<file path="src/sv/helical_arc_interpolator_top_defines.svh">
// assertion macros for the helical arc interpolator
// no dependencies; taken in by the files that carry assertions
`ifndef HELICAL_ARC_INTERPOLATOR_TOP_DEFINES_SVH
`define HELICAL_ARC_INTERPOLATOR_TOP_DEFINES_SVH

// same-cycle implication, disabled while reset is low
`define HAI_ASSERT_IMPLY(label, clk, rst_n, ante, cons) \
    label: assert property (@(posedge clk) disable iff (!rst_n) (ante) |-> (cons)) \
        else $error("implication check failed");

// next-cycle implication, disabled while reset is low
`define HAI_ASSERT_NEXT(label, clk, rst_n, ante, cons) \
    label: assert property (@(posedge clk) disable iff (!rst_n) (ante) |=> (cons)) \
        else $error("next-cycle check failed");

`endif

</file>
<file path="src/sv/hai_pkg.sv">
// shared types, constants and the arctangent table of the arc interpolator
// no dependencies
`default_nettype none

package hai_pkg;

    localparam int unsigned VEC_W = 44;
    localparam int unsigned ANG_W = 34;

    typedef logic signed [VEC_W-1:0] t_vec;
    typedef logic signed [ANG_W-1:0] t_ang;

    typedef enum logic [1:0] {
        OP_MUL,
        OP_DIV,
        OP_SQRT
    } t_arith_op;

    typedef struct packed {
        logic      start;
        t_arith_op op;
    } t_arith_req;

    typedef struct packed {
        logic start;
        logic vector;
    } t_cordic_req;

    localparam logic [63:0] INV_GAIN_Q24  = 64'd10188014;
    localparam logic [63:0] TWO_PI_Q16    = 64'd411775;
    localparam logic [63:0] ROUND_HALF    = 64'd536870912;
    localparam logic [7:0]  MIN_TRAVEL_SQ = 8'd110;
    localparam logic [3:0]  TINY_LIMIT    = 4'd11;
    localparam t_vec        NORM_LIMIT    = 44'sd274877906944;
    localparam t_ang        HALF_TURN     = 34'sd2147483648;
    localparam t_ang        QUARTER_TURN  = 34'sd1073741824;
    localparam logic [33:0] FULL_TURN     = 34'd4294967296;

    function automatic logic [31:0] atan_lut(input logic [4:0] idx);
        logic [31:0] v;
        unique case (idx)
            5'd0:  v = 32'd536870912;
            5'd1:  v = 32'd316933406;
            5'd2:  v = 32'd167458907;
            5'd3:  v = 32'd85004756;
            5'd4:  v = 32'd42667331;
            5'd5:  v = 32'd21354465;
            5'd6:  v = 32'd10679838;
            5'd7:  v = 32'd5340245;
            5'd8:  v = 32'd2670163;
            5'd9:  v = 32'd1335087;
            5'd10: v = 32'd667544;
            5'd11: v = 32'd333772;
            5'd12: v = 32'd166886;
            5'd13: v = 32'd83443;
            5'd14: v = 32'd41722;
            5'd15: v = 32'd20861;
            5'd16: v = 32'd10430;
            5'd17: v = 32'd5215;
            5'd18: v = 32'd2608;
            5'd19: v = 32'd1304;
            5'd20: v = 32'd652;
            5'd21: v = 32'd326;
            5'd22: v = 32'd163;
            5'd23: v = 32'd81;
            5'd24: v = 32'd41;
            5'd25: v = 32'd20;
            5'd26: v = 32'd10;
            5'd27: v = 32'd5;
            5'd28: v = 32'd3;
            5'd29: v = 32'd1;
            5'd30: v = 32'd1;
            default: v = 32'd0;
        endcase
        return v;
    endfunction

endpackage

`default_nettype wire

</file>
<file path="src/sv/hai_arith.sv">
// shared iterative arithmetic unit: shift-add multiply, restoring divide,
// digit-by-digit square root; one step per cycle. depends on hai_pkg
`default_nettype none

module hai_arith (
    input  wire logic                i_clk,
    input  wire logic                i_rst_n,
    input  wire hai_pkg::t_arith_req i_req,
    input  wire logic [63:0]         i_a,
    input  wire logic [63:0]         i_b,
    output logic                     o_done,
    output logic [63:0]              o_res
);

    typedef enum logic {A_IDLE, A_RUN} t_state;

    t_state             r_state;
    hai_pkg::t_arith_op r_op;
    logic [63:0]        r_a;
    logic [63:0]        r_b;
    logic [63:0]        r_acc;
    logic [64:0]        r_rem;
    logic [5:0]         r_cnt;
    logic               r_done;
    logic [63:0]        r_res;

    logic [64:0] rem_sh;
    logic        div_bit;
    logic [64:0] sq_sum;
    logic        sq_take;
    logic [63:0] sq_root;

    always_comb begin
        rem_sh  = {r_rem[63:0], r_a[63]};
        div_bit = (rem_sh >= {1'b0, r_b});
        sq_sum  = {1'b0, r_acc} + {1'b0, r_b};
        sq_take = ({1'b0, r_a} >= sq_sum);
        sq_root = sq_take ? ((r_acc >> 1) + r_b) : (r_acc >> 1);
    end

    always_ff @(posedge i_clk) begin
        if (!i_rst_n) begin
            r_state <= A_IDLE;
            r_done  <= 1'b0;
        end else begin
            r_done <= 1'b0;
            unique case (r_state)
                A_IDLE: begin
                    if (i_req.start) begin
                        r_op    <= i_req.op;
                        r_a     <= i_a;
                        r_acc   <= '0;
                        r_rem   <= '0;
                        r_cnt   <= '0;
                        r_state <= A_RUN;
                        if (i_req.op == hai_pkg::OP_SQRT) begin
                            r_b <= 64'h4000_0000_0000_0000;
                        end else begin
                            r_b <= i_b;
                        end
                    end
                end
                A_RUN: begin
                    case (r_op)
                        hai_pkg::OP_MUL: begin
                            if (r_b == '0) begin
                                r_res   <= r_acc;
                                r_done  <= 1'b1;
                                r_state <= A_IDLE;
                            end else begin
                                if (r_b[0]) begin
                                    r_acc <= r_acc + r_a;
                                end
                                r_a <= r_a << 1;
                                r_b <= r_b >> 1;
                            end
                        end
                        hai_pkg::OP_DIV: begin
                            r_rem <= div_bit ? (rem_sh - {1'b0, r_b}) : rem_sh;
                            r_a   <= {r_a[62:0], div_bit};
                            r_cnt <= r_cnt + 6'd1;
                            if (r_cnt == 6'd63) begin
                                r_res   <= {r_a[62:0], div_bit};
                                r_done  <= 1'b1;
                                r_state <= A_IDLE;
                            end
                        end
                        hai_pkg::OP_SQRT: begin
                            if (sq_take) begin
                                r_a <= r_a - sq_sum[63:0];
                            end
                            r_acc <= sq_root;
                            r_b   <= r_b >> 2;
                            if (r_b == 64'd1) begin
                                r_res   <= sq_root;
                                r_done  <= 1'b1;
                                r_state <= A_IDLE;
                            end
                        end
                        default: begin
                            r_state <= A_IDLE;
                        end
                    endcase
                end
                default: begin
                    r_state <= A_IDLE;
                end
            endcase
        end
    end

    assign o_done = r_done;
    assign o_res  = r_res;

endmodule

`default_nettype wire

</file>
<file path="config.mk">
export PLATFORM = sky130hd
export DESIGN_NAME = hai_arith
export DESIGN_NICKNAME = d
export VERILOG_FILES = /design/src/sv/helical_arc_interpolator_top_defines.svh /design/src/sv/hai_pkg.sv /design/src/sv/hai_arith.sv
export SDC_FILE = /design/constraint.sdc
export NUM_CORES = 1
export LEC_CHECK = 0
export BUFFER_PORTS_ARGS = -buffer_cell sky130_fd_sc_hd__buf_2
export CORE_MARGIN = 2
export CORE_UTILIZATION = 55
export CTS_BUF_LIST = sky130_fd_sc_hd__clkbuf_4
export DETAILED_ROUTE_END_ITERATION = 6
export GPL_TIMING_DRIVEN = 0
export PLACE_DENSITY = 0.8
export SLEW_MARGIN = 20
export SYNTH_ARGS = -nofsm -noshare
export SYNTH_HDL_FRONTEND = slang
export SYNTH_SLANG_ARGS = --single-unit
</file>
<file path="constraint.sdc">
create_clock -name i_clk -period 18.9 [get_ports i_clk]
set_input_delay 1.89 -clock i_clk [delete_from_list [all_inputs] [get_ports i_clk]]
set_output_delay 1.89 -clock i_clk [all_outputs]
set_load 0.1 [all_outputs]
</file>
Word-level counts from Yosys, hierarchy flattened. Cells that the tools add are included. W data, S select, Z words.

Register bits: 330. Input port bits: 133. Output and inout port bits: 65. Logic and storage cells: 80.

Add/subtract/negate cells: 6. $lt $le $gt $ge: 2. Equal/unequal tests: 15. Multiplexer cells: 37. Bitwise logic cells: 1. Reductions and logical operators: 10.

Operators by type and width (count): $mux W64 (16); $pmux W64 S2 (6); $pmux W64 S3 (2); $sub A64 B64 Y64 (2); $add A64 B64 Y65 (1); $ge A64 B65 Y1 (1); $ge A65 B64 Y1 (1); $add A63 B64 Y64 (1); $add A64 B64 Y64 (1); $eq A64 B1 Y1 const B (1); $logic_not A64 Y1 (1); $mux W6 (2); $pmux W6 S2 (1); $reduce_and A5 Y1 (2); $ne A3 B3 Y1 const B (3); $ne A2 B2 Y1 const B (4); $mux W1 (7); $add A6 B1 Y6 const B (1); $eq A6 B6 Y1 const B (1); $pmux W1 S3 (2); $reduce_and A3 Y1 (2); $reduce_and A6 Y1 (1); $eq A2 B2 Y1 const B (2); $ne A4 B1 Y1 const B (1); other kinds (9) (9).

Longest topological paths before layout.
Word-level depth: 5. Gate-level depth with buffers: 31. Mapped depth without buffers: 28.

Worst setup path before layout. No wires, ideal clock.

Path kind: register -> register. Start point: register r_b[0]. End point: register r_a[0], enable pin. Library setup time: 0.507 ns. Data arrival time: 8.459 ns. Slack: 9.935 ns. Stages on the path, launching flop included: 30. Path buffers: 3. Period minus slack after synthesis: 8.965 ns. Path through: edfxtp_1 -> ha_1 -> inv_1 -> fa_1 -> nand2b_1 -> a21oi_1 -> o21ba_2 -> o21ai_0 -> o2111a_1 -> o31ai_1 -> a221o_1 -> nand4_1 -> a21oi_1 -> nor2_1 -> o21ai_0 -> xnor2_1 -> ha_1 -> clkbuf_1 -> nand4_1 -> nor3_1 -> nand3_1 -> a21o_1 -> o221a_2 -> a31oi_1 -> o21ai_4 -> buf_6 -> buf_2 -> nand2_1 -> o31ai_1 -> a21oi_1.

Cells in the longest elaborated chain, start to end: 4. Elaborated cells between the ends (all ways): 6. Those cells by class: 1 x add/sub; 1 x order compare; 2 x eq/ne; 2 x reduce/logical.

Ends and longest elaborated chain: from (decl) (RTL line hai_arith.sv:20) `logic [63:0] r_b;`; from (signal assigned) (RTL line hai_arith.sv:59) `r_b <= i_b;`; from (signal assigned) (RTL line hai_arith.sv:75) `r_b <= r_b >> 1;`; from (signal assigned) (RTL line hai_arith.sv:93) `r_b <= r_b >> 2;`; $add A64 B64 Y65 (RTL line hai_arith.sv:36) `sq_sum = {1'b0, r_acc} + {1'b0, r_b};`; $ge A64 B65 Y1 (RTL line hai_arith.sv:37) `sq_take = ({1'b0, r_a} >= sq_sum);`; $ne A3 B3 Y1 (no line); $reduce_and A5 Y1 (no line) *; to (signal assigned) (RTL line hai_arith.sv:51) `r_a <= i_a;`; to (signal assigned) (RTL line hai_arith.sv:74) `r_a <= r_a << 1;`; to (signal assigned) (RTL line hai_arith.sv:80) `r_a <= {r_a[62:0], div_bit};`; to (decl) (RTL line hai_arith.sv:19) `logic [63:0] r_a;`.

Mark *: on every way between the ends. The rest lies on a longest branch, timed or not. A chain may end at the register's enable or synchronous reset.

Worst setup path in the final report.
Start point: register r_b[1]. End point: register r_a[21], enable pin.

The elaborated chain is that of the path after synthesis.

==> impl_metrics.yaml <==
status:
  status: "complete, no violations"
global_route:
  grt_pass1_vias: 33472
  grt_pass1_wl_um: 197900
  antenna_found_initial: 7
  grt_usage_pct: 40.71
  grt-ovfl-total: 0
  grt_start_max_net_pins: 29
drt:
  drt-pass1-iter-count: 6
  drc: 0
  drtAntennaViolNets: 0
  routed_wl_um: 134900
  vias: 35923
  viasPerCell: 6.568
  wl_per_cell_um: 24.67
  drt_iter0_markers: 4438
sta:
  hold_viol_final: 0
  post-route-min-period_ps: 9027
  max_clock_freq_ghz: 0.1108
  fin_skew_ps: 98.42
  fin_setup_tns_ps: 0
  slew_violations: 0
  setup_violations: 0
  maxSlewHeadroom_pct: 16.78
  fin_crit_sh_pct: 47.76
  fin_ws_ps: 9873
  tightest_slew_ps: 1248
  rsz0062_at_grt: "false"
placed_design:
  numPortBuffers: 197
  place_ws_ps: 10140
  place_hpwl_um: 106900
  gp_congestion: 1.037
  dp.cells: 5301
clock_network:
  clock_latency_ps: 940
  clock_tree.buffer_depth: 3
  path_clk_slew_ps: 70
  cts_sinks: 330
  postCtsSetupBuffers: 0
  cts_resized: 0
  hold_buffers: 0
  cts_max_level: 3
  cts_tree: "done"
  cts_buffers: 93
  root_buffer: "clkbuf_4"
synth:
  yosys-top-cells-area: "edfxtp_1 29%, ha_1 12%, a21oi_1 6.1%"
  synth_top_area_share_pct: 28.55
  yosys.area.top_type: "edfxtp_1"
  ys.flop_type: "edfxtp_1"
  yosysMostFrequentCell: "nand2_1"
  async_flop_share_pct: 0
  ys_ff_latch: 330
  synth-edff-count: 328
  synthTopCellsByCount: "525 x nand2_1, 419 x a21oi_1, 331 x nor2_1"
  synth_cells: 4248
  synth.cell_area_um2: 34500
  yosys_warnings: 0
  ys_types: 91
  avgSynthCellArea_um2: 8.121
  syn_nets: 4709
  synth-seq-area-share_pct: 28.67
floorplan:
  fp.dieW_um: 254.5
  start_util_pct: 55.80
  num_rows: 91
  die-area_um2: 64740
  die_h_um: 254.5
  io_pins: 198
  fp.coreArea_um2: 61830
final_layout:
  drive_above_1_share_pct: 9.682
  area_growth_pct: 10.36
  finalNetCount: 5020
  instances_no_fill: 5469
power_and_ir_drop:
  p_leak_nw: 15.84
  vdd_drop_max_v: 0.00004817
  power_density_nw_per_um2: 92.38
worst_hold_path:
  hp-class: "reg2reg"
critical_path:
  cp-start-kind: "flip-flop"
  cp_max_fo: 23
  criticalPathCategory: "reg2reg"
  crit_path_max_incr_delay_ps: 790
  required_ps: 19490
  cpMaxStageDelayCell: "o32ai_1"
  worstPathArrival_ps: 9620
  endpoint_kind: "flip-flop"
flow_run:
  maxCapViolCount: 0
==> report_power, final <==
group          total (mW)  internal [mW]  switching (mW)
registers           0.974          0.884          0.0904
clock network       0.669          0.311           0.358
logic                1.87          0.693            1.18
total                3.52           1.89            1.63
==> cell type report <==
class / count / area [um2]
flip-flops and latches: 330 / 9889
fillers: 5715 / 23750
well taps: 837 / 1047
clock inverters: 38 / 187.7
clock buffers: 125 / 938.4
inverters: 161 / 604.3
diodes: 5 / 12.51
repair buffers: 216 / 1316
plain buffers: 231 / 939.7
multi-input cells: 3526 / 23140
==> final timing paths <==
path	startpoint	end	slack, ps	cells after the start
worst max-delay path	r_b[1]	r_a[21]	9870	28
worst min register to register	r_rem[58]	r_rem[59]	600	2
worst max register to register	r_b[1]	r_a[21]	9870	28
worst min-delay path	r_rem[58]	r_rem[59]	600	2
==> cells in the final DEF (no fill, tap or decap), types with 69 or more instances in the layout <==
master and n:
a21o_1 177, a21oi_1 418, a31oi_1 98, buf_2 218, clkbuf_1 190, clkbuf_4 125, edfxtp_1 328, ha_1 323
inv_1 160, nand2_1 525, nand3_1 91, nand4_1 77, nor2_1 330, o21ai_0 323, o21bai_1 69, xnor2_1 164
xor2_1 128
==> logic make-up after synthesis <==
family,Yosys count,synth area share (%)
AO/OA/AOI/OAI,1490,27.81
AND/OR/NAND/NOR,1375,18.36
buffers and inverters,392,4.446
flip-flops,330,28.67
adder cells (fa/ha/maj),328,12.00
XOR/XNOR,292,7.413
multiplexers,41,1.298
==> critical path, delay by kind of cell, from the launching register on <==
kind,cells,cell delay [ps]
and+or+nand+nor,5,1410
xor gates and xnor gates,1,160
adders and majority gates,2,670
AOI/OAI and AO/OA,14,4400
buffers and inverters,6,1410
DFF,1,540
==> registers in the layout, summed over array words and instances, names as in the netlist <==
name / cells
r_state: 1
o_res: 64
r_op: 2
r_acc: 64
o_done: 1
r_b: 64
r_rem: 64
r_cnt: 6
r_a: 64
==> layer usage <==
metal / track usage [%] / wire length [um] / vias up
li1: - / - / 16488
met5: 0 / 57 / -
met4: 22.62 / 8011 / 8
met3: 9.114 / 16300 / 396
met1: 55.17 / 54250 / 16850
met2: 60.02 / 56280 / 2181
==> stage by stage <==
| step | util (%) | power (mW) | hold WS (ps) | cell area, um2 |
|---|---|---|---|---|
| floorplan | - | 2.273 | 554.5 | 34500 |
| global placement | 59.09 | 2.768 | 574.1 | 36530 |
| detailed placement | 59.74 | 2.783 | 582.8 | 36930 |
| CTS | 61.56 | 3.452 | 598.6 | 38060 |
| global route | 61.57 | 3.698 | 619.4 | 38070 |
| finish | 61.58 | 3.517 | 596.7 | 38070 |
(Power assumes the default switching activity.)
